### src/rtl/core/rgb_window_median_filter_assert.svh
// assertion macros for the rgb window median filter
// used at the end of the top level, expects clk and arst_n in scope
`ifndef RGB_WINDOW_MEDIAN_FILTER_ASSERT_SVH
`define RGB_WINDOW_MEDIAN_FILTER_ASSERT_SVH

// antecedent implies consequent in the same cycle
`define RWMF_ASSERT_SAME(lbl, ante, cons, msg) \
	lbl: assert property (@(posedge clk) disable iff (!arst_n) (ante) |-> (cons)) \
		else $error(msg);

// antecedent implies consequent in the next cycle
`define RWMF_ASSERT_NEXT(lbl, ante, cons, msg) \
	lbl: assert property (@(posedge clk) disable iff (!arst_n) (ante) |=> (cons)) \
		else $error(msg);

`endif

### src/rtl/core/rwmf_pkg.sv
// shared types and constants of the rgb window median filter
// no dependencies
package rwmf_pkg;

	localparam int MAX_WINDOW = 15;
	localparam int MAX_WIDTH  = 2048;
	localparam int BINS       = 256;

	localparam int NCH      = 3;
	localparam int BIN_W    = 8;
	localparam int PIX_W    = NCH * BIN_W;
	localparam int WIN_W    = 4;
	localparam int CFG_W    = 12;
	localparam int IDX_W    = 2;
	localparam int COL_W    = $clog2(MAX_WIDTH);
	localparam int ROW_W    = CFG_W;
	localparam int SLOT_W   = $clog2(MAX_WINDOW);
	localparam int LS_DEPTH = MAX_WINDOW * MAX_WIDTH;
	localparam int LS_AW    = SLOT_W + COL_W;
	localparam int LEFT_W   = 10;
	localparam int QDEPTH   = 2;
	localparam int QPTR_W   = $clog2(QDEPTH);
	localparam int QCNT_W   = $clog2(QDEPTH + 1);

	localparam logic [WIN_W-1:0] WIN_CAP      = WIN_W'((MAX_WINDOW - 1) | 1);
	localparam logic [WIN_W-1:0] WIN_RESET    = WIN_W'(3);
	localparam logic [CFG_W-1:0] WIDTH_RESET  = CFG_W'(642);
	localparam logic [CFG_W-1:0] HEIGHT_RESET = CFG_W'(482);

	// configuration register indexes
	typedef enum logic [IDX_W-1:0] {
		REG_WINDOW = 2'd0,
		REG_WIDTH  = 2'd1,
		REG_HEIGHT = 2'd2
	} cfg_reg_t;

	// one classified pixel handed from front to back
	typedef struct packed {
		logic [PIX_W-1:0]  pix;
		logic [COL_W-1:0]  col;
		logic [SLOT_W-1:0] slot;
		logic [WIN_W-1:0]  win;
		logic              emit;
		logic              rebuild;
		logic              row_end;
		logic              frame_end;
	} cmd_t;

	// queue status
	typedef struct packed {
		logic              full;
		logic              empty;
		logic [QCNT_W-1:0] count;
	} q_stat_t;

	typedef enum logic [3:0] {
		B_IDLE,
		B_WRITE,
		B_CLEAR,
		B_LS_RD,
		B_HIST_RD,
		B_HIST_WR,
		B_SCAN,
		B_SCAN_LAST,
		B_OUT
	} back_state_t;

endpackage

### src/rtl/core/rwmf_front.sv
// front end: configuration registers, raster position and pixel classification
// depends on rwmf_pkg
module rwmf_front (
	input  logic                        clk,
	input  logic                        arst_n,
	input  logic                        cfg_we,
	input  logic [rwmf_pkg::IDX_W-1:0]  cfg_index,
	input  logic [rwmf_pkg::CFG_W-1:0]  cfg_data,
	input  logic                        in_valid,
	output logic                        in_ready,
	input  logic [rwmf_pkg::BIN_W-1:0]  blue_in,
	input  logic [rwmf_pkg::BIN_W-1:0]  green_in,
	input  logic [rwmf_pkg::BIN_W-1:0]  red_in,
	input  logic                        q_full,
	output logic                        push,
	output rwmf_pkg::cmd_t              cmd
);
	import rwmf_pkg::*;

	logic [WIN_W-1:0]  win_q;
	logic [CFG_W-1:0]  width_q;
	logic [CFG_W-1:0]  height_q;
	logic [COL_W-1:0]  col_q;
	logic [ROW_W-1:0]  row_q;
	logic [SLOT_W-1:0] slot_q;

	logic [WIN_W-1:0]  win_eff;
	logic [CFG_W-1:0]  width_eff;
	logic [CFG_W-1:0]  height_eff;
	logic [CFG_W-1:0]  col_next;
	logic [ROW_W-1:0]  row_next;
	logic [ROW_W-1:0]  win_m1;
	logic              col_wrap;
	logic              row_wrap;

	// effective register values
	always_comb begin
		win_eff = win_q | WIN_W'(1);
		if (win_eff > WIN_CAP) begin
			win_eff = WIN_CAP;
		end
		width_eff = width_q;
		if (width_eff == '0) begin
			width_eff = CFG_W'(1);
		end else if (width_eff > CFG_W'(MAX_WIDTH)) begin
			width_eff = CFG_W'(MAX_WIDTH);
		end
		height_eff = (height_q == '0) ? CFG_W'(1) : height_q;
	end

	// classify the pixel at the current position
	assign col_next = CFG_W'(col_q) + CFG_W'(1);
	assign row_next = row_q + ROW_W'(1);
	assign win_m1   = ROW_W'(win_eff) - ROW_W'(1);
	assign col_wrap = col_next >= width_eff;
	assign row_wrap = row_next >= height_eff;

	assign in_ready = !q_full;
	assign push     = in_valid && in_ready;

	always_comb begin
		cmd.pix       = {red_in, green_in, blue_in};
		cmd.col       = col_q;
		cmd.slot      = slot_q;
		cmd.win       = win_eff;
		cmd.emit      = (row_q >= win_m1) && (CFG_W'(col_q) >= CFG_W'(win_m1));
		cmd.rebuild   = CFG_W'(col_q) == CFG_W'(win_m1);
		cmd.row_end   = col_next == width_eff;
		cmd.frame_end = (col_next == width_eff) && (row_next == height_eff);
	end

	// registers and raster position
	always_ff @(posedge clk or negedge arst_n) begin
		if (!arst_n) begin
			win_q    <= WIN_RESET;
			width_q  <= WIDTH_RESET;
			height_q <= HEIGHT_RESET;
			col_q    <= '0;
			row_q    <= '0;
			slot_q   <= '0;
		end else if (cfg_we) begin
			case (cfg_index)
				REG_WINDOW: begin
					win_q  <= cfg_data[WIN_W-1:0];
					col_q  <= '0;
					row_q  <= '0;
					slot_q <= '0;
				end
				REG_WIDTH: begin
					width_q <= cfg_data;
					col_q   <= '0;
					row_q   <= '0;
					slot_q  <= '0;
				end
				REG_HEIGHT: begin
					height_q <= cfg_data;
					col_q    <= '0;
					row_q    <= '0;
					slot_q   <= '0;
				end
				default: begin
				end
			endcase
		end else if (push) begin
			if (col_wrap) begin
				col_q <= '0;
				if (row_wrap) begin
					row_q  <= '0;
					slot_q <= '0;
				end else begin
					row_q  <= row_next;
					slot_q <= (slot_q == SLOT_W'(MAX_WINDOW - 1)) ? '0 : slot_q + SLOT_W'(1);
				end
			end else begin
				col_q <= col_next[COL_W-1:0];
			end
		end
	end

endmodule

### config.mk
export PLATFORM = sky130hd
export DESIGN_NAME = rwmf_front
export DESIGN_NICKNAME = d
export VERILOG_FILES = /design/src/rtl/core/rgb_window_median_filter_assert.svh /design/src/rtl/core/rwmf_pkg.sv /design/src/rtl/core/rwmf_front.sv
export SDC_FILE = /design/constraint.sdc
export NUM_CORES = 1
export LEC_CHECK = 0
export BUFFER_PORTS_ARGS = -buffer_cell sky130_fd_sc_hd__buf_2
export CAP_MARGIN = 20
export CORE_ASPECT_RATIO = 0.6
export CORE_MARGIN = 2
export CORE_UTILIZATION = 50
export DETAILED_ROUTE_END_ITERATION = 6
export PLACE_DENSITY = 0.76
export RECOVER_POWER = 100
export SYNTH_ARGS = -nofsm -noshare
export SYNTH_HDL_FRONTEND = slang
export SYNTH_SLANG_ARGS = --single-unit
### constraint.sdc
create_clock -name clk -period 4.6 [get_ports clk]
set_input_delay 1.15 -clock clk [delete_from_list [all_inputs] [get_ports clk]]
set_output_delay 1.15 -clock clk [all_outputs]
set_load 0.01 [all_outputs]
# Yosys cells after proc, flatten, opt, wreduce, memory -nomap -nowiden
# Cells that the tools add are included.
op_classes:
  add_sub_neg: 4
  n_mul: 0
  div: 0
  magnitude_cmp: 6
  eq_ne: 7
  n_shift: 0
  mux: 19
  bitwise: 0
  reduce_logical: 15
ops:
  columns: ["operator", "n"]
  rows:
  - ["two-way mux 12 bit", 8]
  - ["two-way mux 11 bit", 4]
  - ["greater-or-equal comparator 12 bit", 3]
  - ["two-way mux 4 bit", 7]
  - ["== test 12 bit", 2]
  - ["zero test 12 bit", 2]
  - ["adder 11 x 1 -> 12 bit, second input constant", 1]
  - ["adder 12 x 1 -> 12 bit, second input constant", 1]
  - ["== test 11 x 12 -> 1 bit", 1]
  - ["greater-or-equal comparator 11 x 12 -> 1 bit", 1]
  - ["> comparator 12 bit, second input constant", 1]
  - ["AND reduction 2 bit", 4]
  - ["subtractor 4 x 1 -> 5 bit, second input constant", 1]
  - ["adder 4 x 1 -> 4 bit, second input constant", 1]
  - ["== test 4 bit, second input constant", 1]
  - ["> comparator 4 bit, second input constant", 1]
  - ["nonzero test 2 bit", 2]
  - ["logical AND 1 bit", 3]
  - ["AND reduction 3 bit", 1]
  - ["OR reduction 3 bit", 1]
  - ["== test 2 x 1 -> 1 bit, second input constant", 1]
  - ["== test 2 bit, second input constant", 1]
  - ["zero test 2 bit", 1]
  - ["!= test 2 bit, second input constant", 1]
  - ["zero test 1 bit", 1]
totals:
  reg_bits: 55
  latchBits: 0
  ram_bits: 0
  rom_bits: 0
  input_bits: 43
  output_inout_bits: 49
  word_cells: 57
  memories: 0

# Logic depth before layout (Yosys ltp)
logic_depth:
  word_depth: 7
  ltp_mapped: 15
  mapped_depth_nobuf: 14

# Worst setup path after synthesis
# OpenSTA, ideal clock, no wires.
synth_path:
  path_type: "register -> output"
  start: "register col_q[2]"
  end: "output port cmd[0] (netlist name)"
  arrival_time_ns: 2.520
  path_slack_ns: 0.930
  stages_incl_launch_ff: 10
  n_path_buf: 1
  cell_sequence: "dfrtp_1 -> and3_1 -> and3_1 -> clkbuf_1 -> and3_1 -> and3_1 -> ha_1 -> nand4_1 -> or3_1 -> nor3_1"
synth_rtl:
  columns: ["element", "line", "text"]
  rows:
  - ["from (decl)", "rwmf_front.sv:23", "logic [COL_W-1:0] col_q;"]
  - ["from (signal assigned)", "rwmf_front.sv:115", "col_q <= col_next[COL_W-1:0];"]
  - ["to (decl)", "rwmf_front.sv:16", "output rwmf_pkg::cmd_t cmd"]

==> impl_metrics.tcl <==
set metrics [dict create \
    setup-tns-final_ns 0 \
    grt_use_met3_pct 3.513 \
    syn_area_per_cell_um2 9.551 \
    antenna_found_initial 0 \
    yosysWarnings 0 \
    powerDensity_nw_per_um2 373.6 \
    area_growth_pct 5.619 \
    syn_area_um2 3696 \
    cts_tree "done" \
    grt_pass1_wl_um 13920 \
    wire_per_inst_um 17.52 \
    worst-r2r-cell-count 14 \
    crit_path_end_kind "primary output" \
    reg2reg_from "row_q[0]$_DFFE_PN0P_" \
    vias 2892 \
    synth_compound_area_share_pct 13.64 \
    fp-row-count 24 \
    grtUsageMet1_pct 35.28 \
    final_cell_mix "dfrtp_1 (45), nand2_1 (41), ha_1 (34)" \
    path_max_fanout 7 \
    min_path_type "register to register" \
    cts_setup_buffers 0 \
    via_per_inst 5.866 \
    drt-total-wl_um 8638 \
    track_usage_pct 21.89 \
    drc 0 \
    r2r-end "row_q[10]$_DFFE_PN0P_" \
    status "finished with violations" \
    use_met2_pct 30.07 \
    die_h_um 70.60 \
    synth-seq-cells 54 \
    insertedDiodeCount 0 \
    place_ws_ns 0.5636 \
    synth-edff-count 0 \
    die_x_um 115.0 \
    path_clk_slew_ns 0.07 \
    rsz0062_at_grt "no" \
    violations "capacitance limit, slew limit" \
    drtAntennaViolNets 0 \
    drive_gt1_share_pct 15.67 \
    slew_viol_final 40 \
    layout_commonest_cell "dfrtp_1" \
    synth_mux_area_share_pct 8.192 \
    ys_seq_area_share_pct 36.87 \
    maxCapViolations 1 \
    gp_congestion 0.9679 \
    cp-startpoint "row_q[0]$_DFFE_PN0P_" \
    yosys_most_used_dff "dfrtp_1" \
    clockRootBuffer "clkbuf_16" \
    power_mw 1.459 \
    synth_top_area_share_pct 30.47 \
    overflow 0 \
    cp-endpoint "cmd[0]" \
    synthArstFlopShare_pct 100.0 \
    synth_cells 387 \
    drtIter0Drc 405 \
    grt_max_degree 40 \
    power.leakage_nw 1.833 \
    hpwl_um 6599 \
    fin_skew_ns 0.005775 \
    slew_headroom_pct -39.53 \
    fmax_ghz 0.2277 \
    fin_crit_sh_pct 95.48 \
    cts_buffers 5 \
    hold_viol 0 \
    rrSetupSlack_ns 0.78 \
    criticalPathCategory "register to primary output" \
    worst_pin_slew_ns 2.093 \
    io_pins 92 \
    cts_max_path_buffers 2 \
    worst_slack_ns 0.2080 \
    yosys.area.top_type "dfrtp_1" \
    required_ns 3.45 \
    yosysUniqueCellTypes 50 \
    cp.arrival_ns 3.24 \
    fin_util_pct 54.17 \
    clock_sink_count 54 \
    synth_top_family_by_area "simple AND/OR/NAND/NOR gates" \
    grt_most_used_layer "met1" \
    regArea_um2 1363 \
    nFillCells 643 \
    start_util_pct 51.28 \
    dieArea_um2 8119 \
    synth-adder-area-share_pct 11.51 \
    ctsHtreeMaxLevel 2 \
    peakVddDrop_mv 0.1720 \
    hold_buffers 0 \
    fin_nets 478 \
    yosys.area_share.simple_pct 15.94 \
    setup_viol 0 \
    multiInputGateArea_um2 1951 \
    yosys-top-cells-area "dfrtp_1 (30%), ha_1 (12%), mux2_2 (7.9%)" \
    synth_nets 464 \
    grt_pass1_vias 2791 \
    synth-xor-area-share_pct 3.791 \
    clock_latency_ns 0.29 \
    period_minus_slack_ns 4.392 \
    drtPass1Iterations 5 \
    core-area_um2 7207 \
    portBuffers 42 \
    post_cts_resize_count 0 \
    startpoint_type "register" \
]
synth_stat cells, types with 3 or more instances:
cell type / instances
o2bb2ai_1: 5
nand2b_1: 7
o21ai_0: 11
a31oi_1: 5
mux2_2: 26
nand4_1: 7
or3_1: 5
nand2_1: 41
dfstp_2: 9
nor3_1: 6
xnor2_1: 11
o21bai_1: 5
a21oi_1: 15
a21o_1: 3
nor4_1: 7
buf_4: 25
dfrtp_1: 45
nor2_1: 15
ha_1: 34
nand3_1: 11
buf_2: 3
o21a_1: 3
inv_1: 32
and3_1: 7
a22o_1: 5
xor2_1: 5
nor2b_1: 3
o31ai_1: 4
clkbuf_1: 7
worst max-delay path, stage by stage, from the launching register on:
cell      delay [ns]
dfrtp_1         0.47
ha_1            0.27
nand3_1         0.17
or2_2           0.35
inv_1           0.08
and3_1          0.18
xnor2_1         0.15
inv_1           0.07
ha_1            0.27
nand4_1         0.12
or3_1           0.42
nor3_1          0.22
clkbuf_1        0.18
metrics by stage:
| step | hold WS (ns) | std cells | area [um^2] |
|---|---|---|---|
| floorplan | 0.4758 | 387 | 3696 |
| global placement | 0.4941 | 485 | 3806 |
| detailed placement | 0.5098 | 485 | 3806 |
| CTS | 0.5225 | 493 | 3973 |
| global route | 0.5573 | 493 | 3904 |
| finish | 0.5258 | 493 | 3904 |
where the power goes:
group          total, mW  switching (mW)  internal (mW)
Combinational      0.404           0.220          0.184
Sequential         0.626          0.0749          0.551
Clock              0.428           0.171          0.257
Total               1.46           0.465          0.993
layout make-up:
cell class	count	share of cell area, %
multi-input cells	263	49.97
flip-flops and latches	54	34.90
repair buffers	45	4.872
clock buffers	6	3.301
inverters	32	3.077
well taps	91	2.917
clock inverters	2	0.9615
metal layers:
layer / routed length, um / part of all wire (%)
met5: 0 / 0
met2: 3621 / 42
met3: 635 / 7.4
met4: 96 / 1.1
met1: 4285 / 50
registers in the layout, summed over array words and instances, names as in the netlist:
signal    cells
height_q     12
win_q         3
row_q        12
slot_q        4
width_q      12
col_q        11
kinds of logic after synthesis:
family / after synthesis
other: 1
DFF: 54
buffers and inverters: 70
xor gates and xnor gates: 16
AOI/OAI and AO/OA: 68
and+or+nand+nor: 117
muxes: 27
adders and majority gates: 34
how the worst min path moves through the flow:
| stage | startpoint | end | cells after the start |
|---|---|---|---|
| after floorplan | row_q[10]$_DFFE_PN0P_ | row_q[10]$_DFFE_PN0P_ | 2 |
| after global placement | width_q[0]$_DFFE_PN0P_ | width_q[0]$_DFFE_PN0P_ | 1 |
| after detailed placement | row_q[10]$_DFFE_PN0P_ | row_q[10]$_DFFE_PN0P_ | 2 |
| after CTS | row_q[10]$_DFFE_PN0P_ | row_q[10]$_DFFE_PN0P_ | 2 |
| after global routing | slot_q[3]$_DFFE_PN0P_ | slot_q[3]$_DFFE_PN0P_ | 1 |
| final | row_q[10]$_DFFE_PN0P_ | row_q[10]$_DFFE_PN0P_ | 2 |
No activity file was read; power rests on OpenSTA's default activity.
