===== src/rtl/core/rgb_window_median_filter_assert.svh =====
// assertion macros for the rgb window median filter
// used at the end of the top level, expects clk and arst_n in scope
`ifndef RGB_WINDOW_MEDIAN_FILTER_ASSERT_SVH
`define RGB_WINDOW_MEDIAN_FILTER_ASSERT_SVH

// antecedent implies consequent in the same cycle
`define RWMF_ASSERT_SAME(lbl, ante, cons, msg) \
	lbl: assert property (@(posedge clk) disable iff (!arst_n) (ante) |-> (cons)) \
		else $error(msg);

// antecedent implies consequent in the next cycle
`define RWMF_ASSERT_NEXT(lbl, ante, cons, msg) \
	lbl: assert property (@(posedge clk) disable iff (!arst_n) (ante) |=> (cons)) \
		else $error(msg);

`endif


===== src/rtl/core/rwmf_pkg.sv =====
// shared types and constants of the rgb window median filter
// no dependencies
package rwmf_pkg;

	localparam int MAX_WINDOW = 15;
	localparam int MAX_WIDTH  = 2048;
	localparam int BINS       = 256;

	localparam int NCH      = 3;
	localparam int BIN_W    = 8;
	localparam int PIX_W    = NCH * BIN_W;
	localparam int WIN_W    = 4;
	localparam int CFG_W    = 12;
	localparam int IDX_W    = 2;
	localparam int COL_W    = $clog2(MAX_WIDTH);
	localparam int ROW_W    = CFG_W;
	localparam int SLOT_W   = $clog2(MAX_WINDOW);
	localparam int LS_DEPTH = MAX_WINDOW * MAX_WIDTH;
	localparam int LS_AW    = SLOT_W + COL_W;
	localparam int LEFT_W   = 10;
	localparam int QDEPTH   = 2;
	localparam int QPTR_W   = $clog2(QDEPTH);
	localparam int QCNT_W   = $clog2(QDEPTH + 1);

	localparam logic [WIN_W-1:0] WIN_CAP      = WIN_W'((MAX_WINDOW - 1) | 1);
	localparam logic [WIN_W-1:0] WIN_RESET    = WIN_W'(3);
	localparam logic [CFG_W-1:0] WIDTH_RESET  = CFG_W'(642);
	localparam logic [CFG_W-1:0] HEIGHT_RESET = CFG_W'(482);

	// configuration register indexes
	typedef enum logic [IDX_W-1:0] {
		REG_WINDOW = 2'd0,
		REG_WIDTH  = 2'd1,
		REG_HEIGHT = 2'd2
	} cfg_reg_t;

	// one classified pixel handed from front to back
	typedef struct packed {
		logic [PIX_W-1:0]  pix;
		logic [COL_W-1:0]  col;
		logic [SLOT_W-1:0] slot;
		logic [WIN_W-1:0]  win;
		logic              emit;
		logic              rebuild;
		logic              row_end;
		logic              frame_end;
	} cmd_t;

	// queue status
	typedef struct packed {
		logic              full;
		logic              empty;
		logic [QCNT_W-1:0] count;
	} q_stat_t;

	typedef enum logic [3:0] {
		B_IDLE,
		B_WRITE,
		B_CLEAR,
		B_LS_RD,
		B_HIST_RD,
		B_HIST_WR,
		B_SCAN,
		B_SCAN_LAST,
		B_OUT
	} back_state_t;

endpackage


===== src/rtl/core/rwmf_queue.sv =====
// short command queue between front and back
// depends on rwmf_pkg
module rwmf_queue (
	input  logic                clk,
	input  logic                arst_n,
	input  logic                push,
	input  rwmf_pkg::cmd_t      push_cmd,
	input  logic                pop,
	output rwmf_pkg::cmd_t      head_cmd,
	output rwmf_pkg::q_stat_t   stat
);
	import rwmf_pkg::*;

	cmd_t              entry_q [QDEPTH];
	logic [QPTR_W-1:0] wr_ptr_q;
	logic [QPTR_W-1:0] rd_ptr_q;
	logic [QCNT_W-1:0] count_q;

	assign head_cmd   = entry_q[rd_ptr_q];
	assign stat.full  = count_q == QCNT_W'(QDEPTH);
	assign stat.empty = count_q == '0;
	assign stat.count = count_q;

	// entry storage
	always_ff @(posedge clk) begin
		if (push) begin
			entry_q[wr_ptr_q] <= push_cmd;
		end
	end

	// pointers and fill count
	always_ff @(posedge clk or negedge arst_n) begin
		if (!arst_n) begin
			wr_ptr_q <= '0;
			rd_ptr_q <= '0;
			count_q  <= '0;
		end else begin
			if (push) begin
				wr_ptr_q <= (wr_ptr_q == QPTR_W'(QDEPTH - 1)) ? '0 : wr_ptr_q + QPTR_W'(1);
			end
			if (pop) begin
				rd_ptr_q <= (rd_ptr_q == QPTR_W'(QDEPTH - 1)) ? '0 : rd_ptr_q + QPTR_W'(1);
			end
			if (push && !pop) begin
				count_q <= count_q + QCNT_W'(1);
			end else if (pop && !push) begin
				count_q <= count_q - QCNT_W'(1);
			end
		end
	end

endmodule


===== config.mk =====
export PLATFORM = sky130hd
export DESIGN_NAME = rwmf_queue
export DESIGN_NICKNAME = d
export VERILOG_FILES = /design/src/rtl/core/rgb_window_median_filter_assert.svh /design/src/rtl/core/rwmf_pkg.sv /design/src/rtl/core/rwmf_queue.sv
export SDC_FILE = /design/constraint.sdc
export NUM_CORES = 1
export LEC_CHECK = 0
export ABC_AREA = 0
export BUFFER_PORTS_ARGS = -buffer_cell sky130_fd_sc_hd__buf_2
export CORE_UTILIZATION = 35
export CTS_CLUSTER_DIAMETER = 50
export CTS_CLUSTER_SIZE = 24
export DETAILED_ROUTE_END_ITERATION = 16
export SLEW_MARGIN = 10
export SYNTH_ARGS = -nofsm -noshare
export SYNTH_HDL_FRONTEND = slang
export SYNTH_SLANG_ARGS = --single-unit
export TNS_END_PERCENT = 1

===== constraint.sdc =====
create_clock -name clk -period 8.95 [get_ports clk]
set_input_delay 0.4475 -clock clk [delete_from_list [all_inputs] [get_ports clk]]
set_output_delay 0.4475 -clock clk [all_outputs]
set_load 0.02 [all_outputs]

## Word-level counts from Yosys, hierarchy flattened

Memory sizes are Yosys's and may differ from the RTL's.
Index checks and enable logic that the tools add are counted.

- Output and inout bits: 51
- RAM bits: 94
- Logic and storage cells: 21
- Memories: 1
- Bits of input ports: 51
- Register bits: 4

Memories:

| memory | words | bits a word | read ports | clocked after memory_dff | wr ports | line | text |
|---|---|---|---|---|---|---|---|
| entry_q | 2 | 47 | 1 | 0 | 1 | rwmf_queue.sv:14 | `cmd_t entry_q [QDEPTH];` |

- Muxes and demuxes: 6
- Reductions and logical operators: 6
- Add/subtract/negate cells: 4
- Equality and inequality tests: 1

Operator list:

| kind | number |
|---|---|
| 2-to-1 mux 1 bit | 4 |
| 2-to-1 mux 2 bit | 2 |
| adder 1 bit, second input constant | 2 |
| adder 2 x 1 -> 2 bit, second input constant | 1 |
| equality test 2 bit, second input constant | 1 |
| logical AND 1 bit | 2 |
| zero test 1 bit | 2 |
| zero test 2 bit | 1 |
| nonzero test 2 bit | 1 |
| subtractor 2 x 1 -> 2 bit, second input constant | 1 |

## Logic depth before layout (Yosys ltp)

Gate-level depths: netlist of run 1.

- Depth after elaboration: 4
- Gate-level depth with buffers: 5
- Depth with buffers taken out: 5

## Worst setup path before layout of run 1

No wires, ideal clock.

- Path type: input port to flip-flop
- Start: input push
- End: memory entry_q[0][0] (netlist name), enable pin
- Path slack: 5957 ps
- Path buffers: 0
- Data arrival time: 2536 ps
- Stages on the path: 1
- Data required time: 8493 ps
- Setup time: 457 ps
- Cells stage by stage: nor2b_1

- Word-level cells in the longest chain between the ends: 2

Ends and longest elaborated chain:

| element | line | text |
|---|---|---|
| start: declaration | rwmf_queue.sv:6 | `input logic push,` |
| 2-to-1 mux 1 bit | rwmf_queue.sv:26 | `if (push) begin` |
| 2-to-1 mux 1 bit (implied by the code) | rwmf_queue.sv:27 | `entry_q[wr_ptr_q] <= push_cmd;` |
| end: declaration | rwmf_queue.sv:14 |  |

No other way between the ends.

==> results.toml, run 1 <==
[global_route]
grt_start_max_net_pins = 40
grt_pass1_vias = 1865
antenna_found_initial = 0
grtUsageTotal_pct = 11.9
grt_overflow_total = 0
grt_pass1_wl_mm = 9.63

[timing]
fin_setup_tns_ps = 0
rsz0062_at_grt = "no"
min_period_over_period_pct = 28.2
hold_viol = 0
fin_skew_ps = 5.41
slew-limit-headroom_pct = 55.1
layout_setup_ws_ps = 6430
finalCriticalPeriod_ps = 2520
fmax_ghz = 0.397
maxSlewViolCount = 0
finalSetupViolCount = 0
tightest_slew_ps = 672

[clock_network]
cts.sinks = 98
cts_tree = "yes"
cts.path.max_buffers = 2
post-cts-setup-buffer-count = 0
numCtsBuffers = 9
cts_resized = 0
clock_latency_ps = 340
clk_pin_slew_worst_paths_ps = 90
cts-root-buf = "clkbuf_8"
h-tree-depth = 3

[synth]
syn-cell-area_sq_um = 3660
syn_area_per_cell_sq_um = 22.6
syn_inst = 162
yosys_warnings = 0
ys_ff_latch = 98
syn_nets = 214
yosysSeqAreaShare_pct = 79.9
ys_types = 13

[final_layout]
fill_cells = 882
areaGrowthSynthToFinish_pct = 22.8
layout-drive-gt1-share_pct = 60.1
final_core_util_pct = 45.1
final-seq-area_sq_um = 2920
finalNetCount = 325
fin_area_sq_um = 4490
multi_input_area_sq_um = 696
diodes = 0

[detailed_routing]
wl_mm = 6.03
drtIter0Drc = 41
dr.pass1.iters = 4
vias_per_cell = 4.35
wl_per_cell_microns = 14.7
vias = 1787
ant_nets = 0
drc = 0

[power_and_ir_drop]
p_total_w = 0.00138
ir_drop_uv = 161
leakage_nw = 1.74
power_density_nw_per_um2 = 307

[floorplan]
core.rowCount = 36
initial_core_util_pct = 36.7
die-area_sq_um = 10900
core_area_sq_um = 9950
fp.dieH_microns = 104
ios = 102
die_x_microns = 104

[status]
outcome = "finished, final reports clean"

[critical_path]
endpoint_kind = "output pin"
path_class = "flip-flop to output pin"
required_ps = 8500
cp_max_fo = 39
r2r_slack_ps = 7150
cp.arrival_ps = 2070
cp-start-kind = "flip-flop"

[placement]
dp_hpwl_mm = 3.93
placed_cell_area_sq_um = 4320
numPortBuffers = 101
gp_congestion = 0.636
pre_cts_ws_ps = 6760

[flow_run]
cap_violations = 0

[worst_hold_path]
hold_class = "input pin to flip-flop"
-- state kept, by name (all words and copies together), names as in the netlist --
register and flops:
wr_ptr_q 1, count_q 2, rd_ptr_q 1, entry_q 94
-- logic make-up after synthesis --
family | synth area share, %
DFF | 79.9
muxes | 16.5
buffers and inverters | 1.30
xor gates and xnor gates | 1.20
and+or+nand+nor | 0.719
adders and majority gates | 0.342
-- area by class of cell --
type / instances / share of cell area, %
Clock buffer: 11 / 2.93
Clock inverter: 5 / 0.697
Inverter: 1 / 0.0836
Multi-Input combinational cell: 58 / 15.5
Sequential cell: 98 / 65.1
Tap cell: 133 / 3.71
Timing Repair Buffer: 105 / 12.0
-- cells in the mapped netlist --
cell       n  area, sq um
and2_1     1         6.26
ha_1       1         12.5
nor2_1     2         7.51
xor2_1     4         35.0
dfrtp_1    4          100
mux2_2    27          304
buf_2      2         10.0
buf_6      3         33.8
mux2_4    20          300
xnor2_1    1         8.76
nor2b_1    2         12.5
inv_1      1         3.75
edfxtp_1  94         2820
-- layer usage --
layer	global-route usage [%]	share of wire (%)
met5	0	0
met1	13.9	43
met3	4.07	5.8
met2	20.0	50
met4	4.59	1.2
-- critical path: stages (launching register included) --
cell,delay [ps]
dfrtp_2,550
buf_4,590
mux2_2,410
buf_2,160
-- report_power, final --
group | internal (W) | switching (W)
clock | 0.0000998 | 0.000141
sequential | 0.000609 | 0.0000366
combinational | 0.000208 | 0.000282
total | 0.000917 | 0.000460
-- what timing repair did --
action                                  CTS  global route
hold buffers                              1             0
endpoints found under the setup margin    0             0
hold endpoints to repair                  4             0
-- cells in the final DEF (no fill, tap or decap) --
cell | netlist | final
clkbuf_1 | 0 | 2
ha_1 | 1 | 1
clkinv_1 | 0 | 1
dfrtp_1 | 4 | 3
clkbuf_8 | 0 | 9
buf_4 | 0 | 3
xor2_1 | 4 | 4
dlygate4sd3_1 | 0 | 1
inv_1 | 1 | 1
clkinv_2 | 0 | 1
dfrtp_2 | 0 | 1
mux2_2 | 27 | 27
clkinvlp_4 | 0 | 3
mux2_4 | 20 | 20
buf_2 | 2 | 101
nor2b_4 | 0 | 1
nor2b_1 | 2 | 1
nor2_1 | 2 | 2
xnor2_1 | 1 | 1
and2_2 | 0 | 1
edfxtp_1 | 94 | 94
-- through the flow --
step / cells / hold slack, ps
floorplan: 162 / 152
CTS: 411 / 259
finish: 411 / 284
global placement: 394 / 275
global route: 411 / 252
detailed placement: 394 / 276
-- path summary, 6_finish.rpt --
kind	startpoint	endpoint	cells past startpoint
max	rd_ptr_q	head_cmd[18]	3
min	push_cmd[17]	entry_q[0][17]	1
max reg2reg	wr_ptr_q	entry_q[0][3]	2
min reg2reg	count_q[1]	count_q[1]	1
max in group asynchronous	arst_n	rd_ptr_q	2
min in group asynchronous	arst_n	count_q[1]	2
Note: power is estimated with default switching activity, not from simulation.
==> run 2, diff against run 1 <==
clock period = 2.55 ns   (was 8.95 ns; I/O delays follow)
==> results.toml, run 2 (synthesized netlist as in run 1, its figures left out) <==
[clock_network]
h-tree-depth = 3
clk_pin_slew_worst_paths_ps = 90
cts_resized = 0
cts_hold_buf = 50
numCtsBuffers = 9
cts.sinks = 98
cts_tree = "yes"
post-cts-setup-buffer-count = 0
cts.path.max_buffers = 2
cts-root-buf = "clkbuf_8"
clock_latency_ps = 350

[power_and_ir_drop]
leakage_nw = 1.98
p_total_w = 0.00514
ir_drop_uv = 796
power_density_nw_per_um2 = 1020

[detailed_routing]
drc = 0
ant_nets = 0
drtIter0Drc = 61
vias = 1967
wl_mm = 6.20
wl_per_cell_microns = 13.5
vias_per_cell = 4.28
dr.pass1.iters = 4

[final_layout]
layout_common_cells = "buf_2, edfxtp_1, dlygate4sd3_1"
final_core_util_pct = 50.7
finalNetCount = 374
final_common_cell = "buf_2"
fin_cells = 460
reg_top3 = "entry_q: 94 flops, count_q: 2 flops"
diodes = 0
layout-drive-gt1-share_pct = 51.4
areaGrowthSynthToFinish_pct = 38.0
top_register = "entry_q"
largest_reg_flops = 94

[timing]
min_period_over_period_pct = 67.2
maxSlewViolCount = 0
finalCriticalPeriod_ps = 1710
tightest_slew_ps = 664
fin_setup_tns_ps = 0
rsz0062_at_grt = "no"
fmax_ghz = 0.584
fin_skew_ps = 7.02
hold_viol = 0
slew-limit-headroom_pct = 55.8
finalSetupViolCount = 0

[global_route]
grt_pass1_vias = 1984
grt_overflow_total = 0
antenna_found_initial = 0
grt_start_max_net_pins = 49
grtUsageTotal_pct = 11.7
grt_pass1_wl_mm = 9.60

[placement]
numPortBuffers = 101
gp_congestion = 0.617
dp_cells = 394
dp_hpwl_mm = 3.51

[floorplan]
die_x_microns = 104
ios = 102
die-area_sq_um = 10900
fp.dieH_microns = 104
core.rowCount = 36
initial_core_util_pct = 36.7
core_area_sq_um = 9950

[critical_path]
r2r_start = "wr_ptr_q"
cp-start-kind = "flip-flop"
required_ps = 2420
crit_slowest_cell = "mux2_2"
cp_max_fo = 48
endpoint_kind = "output pin"
path_class = "flip-flop to output pin"
critPathMaxStageDelay_ps = 390
crit_chain = "buf_12 > mux2_2 > buf_2"
r2r_cells = 2
cp.arrival_ps = 1590
reg2reg_to = "entry_q[1][33]"
worstSetupEndpoint = "head_cmd[38]"
r2r_slack_ps = 1030
crit_start = "rd_ptr_q"

[status]
outcome = "finished, final reports clean"

[flow_run]
cap_violations = 0

[worst_hold_path]
hold_class = "input pin to async pin"
## run 2: worst min path at each step
stage                 from          to  cells past startpoint
floorplan           arst_n  count_q[0]                      0
global placement    arst_n  count_q[1]                      1
detailed placement  arst_n  count_q[1]                      1
CTS                 arst_n    wr_ptr_q                      2
global route        arst_n    wr_ptr_q                      2
finish              arst_n  count_q[0]                      2
## run 2: cell type report
cell class / instances / area [sq um]
multi-input cells: 58 / 696
flip-flops and latches: 98 / 2920
clock buffers: 9 / 124
repair buffers: 154 / 1040
well taps: 133 / 166
clock inverters: 7 / 92.6
fillers: 846 / 4910
inverters: 1 / 3.75
## run 2: worst max-delay path: cells and delay by family (launching register included)
family	cells	cell delay, ps
DFF	1	380
muxes	1	390
buffers and inverters	2	460
## run 2: where the power goes
group / internal [W] / switching, W / leakage (nW)
clock network: 0.000551 / 0.000517 / 0.105
logic: 0.000798 / 0.00103 / 0.948
registers: 0.00214 / 0.0000948 / 0.928
total: 0.00349 / 0.00165 / 1.98
## run 2: per-layer routing
layer,part of all wire (%),track usage [%],vias up
met5,0,0,-
met4,1.3,5.82,0
met3,5.4,3.70,9
met2,50,19.3,67
met1,43,13.9,941
li1,-,-,950
## run 2: stage by stage
stage          hold slack (ps)  instance area (sq um)  setup slack, ps
3_5_place_dp             -59.5                   4330             1030
5_1_grt                   91.4                   5050              762
4_1_cts                   76.5                   5050              789
2_1_floorplan             -168                   3660              494
6_report                   109                   5050              837
3_3_place_gp             -63.8                   4330             1050
==> run 3, diff against run 2 <==
clock period = 1.4 ns   (was 2.55 ns; I/O delays follow)
==> results.toml, run 3 (synthesized netlist as in run 1, its figures left out) <==
[status]
outcome = "finished with violations"
failed_checks = "setup timing"

[clock_network]
cts.sinks = 98
cts_tree = "yes"
h-tree-depth = 3
cts-root-buf = "clkbuf_8"
numCtsBuffers = 9
clk_pin_slew_worst_paths_ps = 90
clock_latency_ps = 350
cts.path.max_buffers = 2

[final_layout]
areaGrowthSynthToFinish_pct = 48.3
reg_top3 = "entry_q: 94 flops, count_q: 2 flops"
diodes = 0
fin_area_sq_um = 5420
layout_common_cells = "edfxtp_1, buf_2, dlygate4sd3_1"
top_register = "entry_q"
largest_reg_flops = 94
multi_input_area_sq_um = 707
final_core_util_pct = 54.5
fill_cells = 793
fin_cells = 471
finalNetCount = 385
final-seq-area_sq_um = 2920
layout-drive-gt1-share_pct = 53.0
final_common_cell = "edfxtp_1"

[detailed_routing]
drc = 0
wl_per_cell_microns = 14.8
vias = 2066
wl_mm = 6.98
dr.pass1.iters = 4
ant_nets = 0
vias_per_cell = 4.39
drtIter0Drc = 41

[floorplan]
die-area_sq_um = 10900
initial_core_util_pct = 36.7
fp.dieH_microns = 104
die_x_microns = 104
core_area_sq_um = 9950
core.rowCount = 36
ios = 102

[global_route]
grt_overflow_total = 0
grtUsageTotal_pct = 12.3
grt_pass1_vias = 2126
grt_start_max_net_pins = 30
grt_pass1_wl_mm = 10.1
antenna_found_initial = 0

[timing]
slew-limit-headroom_pct = 87.8
hold_viol = 0
min_period_over_period_pct = 114
maxSlewViolCount = 0
tightest_slew_ps = 183
layout_setup_ws_ps = -192
fmax_ghz = 0.628
finalCriticalPeriod_ps = 1590
fin_skew_ps = 9.11
finalSetupViolCount = 47
rsz0062_at_grt = "yes"

[critical_path]
crit_slowest_cell = "dfrtp_2"
cp_num_buf_inv = 3
r2r_slack_ps = 200
crit_chain = "buf_12 > clkbuf_16 > mux2_4 > buf_6"
required_ps = 1330
cp.arrival_ps = 1520
cp_max_fo = 7
endpoint_kind = "output pin"
critPathMaxStageDelay_ps = 440
cp-start-kind = "flip-flop"
critPathTopFamily = "flip-flops"
path_class = "flip-flop to output pin"

[power_and_ir_drop]
ir_drop_uv = 1150
p_total_w = 0.0103
leakage_nw = 2.14
power_density_nw_per_um2 = 1890

[placement]
numPortBuffers = 101
gp_congestion = 0.655
dp_cells = 397
placed_cell_area_sq_um = 4420

[worst_hold_path]
hold_class = "input pin to async pin"

[flow_run]
cap_violations = 0
-- run 3: cell count changes in the layout (fill, tap and decap cells not counted), sizes merged --
| cell | previous run | this run |
|---|---|---|
| clkbuf | 9 | 15 |
| bufinv | 2 | 0 |
| clkinv | 3 | 2 |
| buf | 104 | 111 |
| inv | 2 | 3 |
-- run 3: worst register-to-register path, delay by kind of cell, from the launching register on --
kind / cells / cell delay, ps
flops: 1 / 440
buf+inv: 1 / 210
simple gates: 1 / 230
-- run 3: through the flow --
| stage | setup TNS (ps) | setup WS, ps | hold WS [ps] |
|---|---|---|---|
| floorplan | -9850 | -144 | -226 |
| global placement | 0 | 183 | -117 |
| detailed placement | 0 | 157 | -108 |
| CTS | -8460 | -228 | 26.6 |
| global route | -10700 | -242 | 47.8 |
| finish | -8230 | -192 | 51.1 |
-- run 3: layout make-up --
cell class              count  share of cell area, %
inverters                   1                 0.0692
flip-flops and latches     98                   53.9
well taps                 133                   3.07
repair buffers            165                   26.8
multi-input cells          58                   13.0
clock inverters             5                  0.715
clock buffers              11                   2.42
-- run 3: final timing paths --
check,start,end,cells after the start
max,rd_ptr_q,head_cmd[46],4
min,arst_n,count_q[0],2
max reg2reg,wr_ptr_q,entry_q[1][3],2
min reg2reg,count_q[1],count_q[1],1
max in group asynchronous,arst_n,rd_ptr_q,2
min in group clk,push_cmd[5],entry_q[0][5],2
-- run 3: layer usage --
layer | up-vias | GRT usage, % | wire length, microns
li1 | 974 | - | -
met1 | 1013 | 13.7 | 2840
met2 | 71 | 21.8 | 3750
met3 | 8 | 3.57 | 292
met4 | 0 | 5.51 | 87
met5 | - | 0 | 0
-- run 3: report_power, final --
part | leakage, nW | total [W] | switching, W | internal (W)
clock | 0.0843 | 0.00162 | 0.000957 | 0.000661
combinational | 1.13 | 0.00456 | 0.00215 | 0.00241
sequential | 0.928 | 0.00407 | 0.000183 | 0.00389
-- run 3: what timing repair did --
| action | in CTS | in global routing |
|---|---|---|
| buffers inserted | 0 | 2 |
| resized for setup | 12 | 47 |
| endpoints found under the hold margin | 100 | 0 |
| hold buffers | 50 | 0 |
| setup endpoints to repair | 47 | 47 |
| gates cloned | 0 | 6 |
| pin swaps | 0 | 0 |
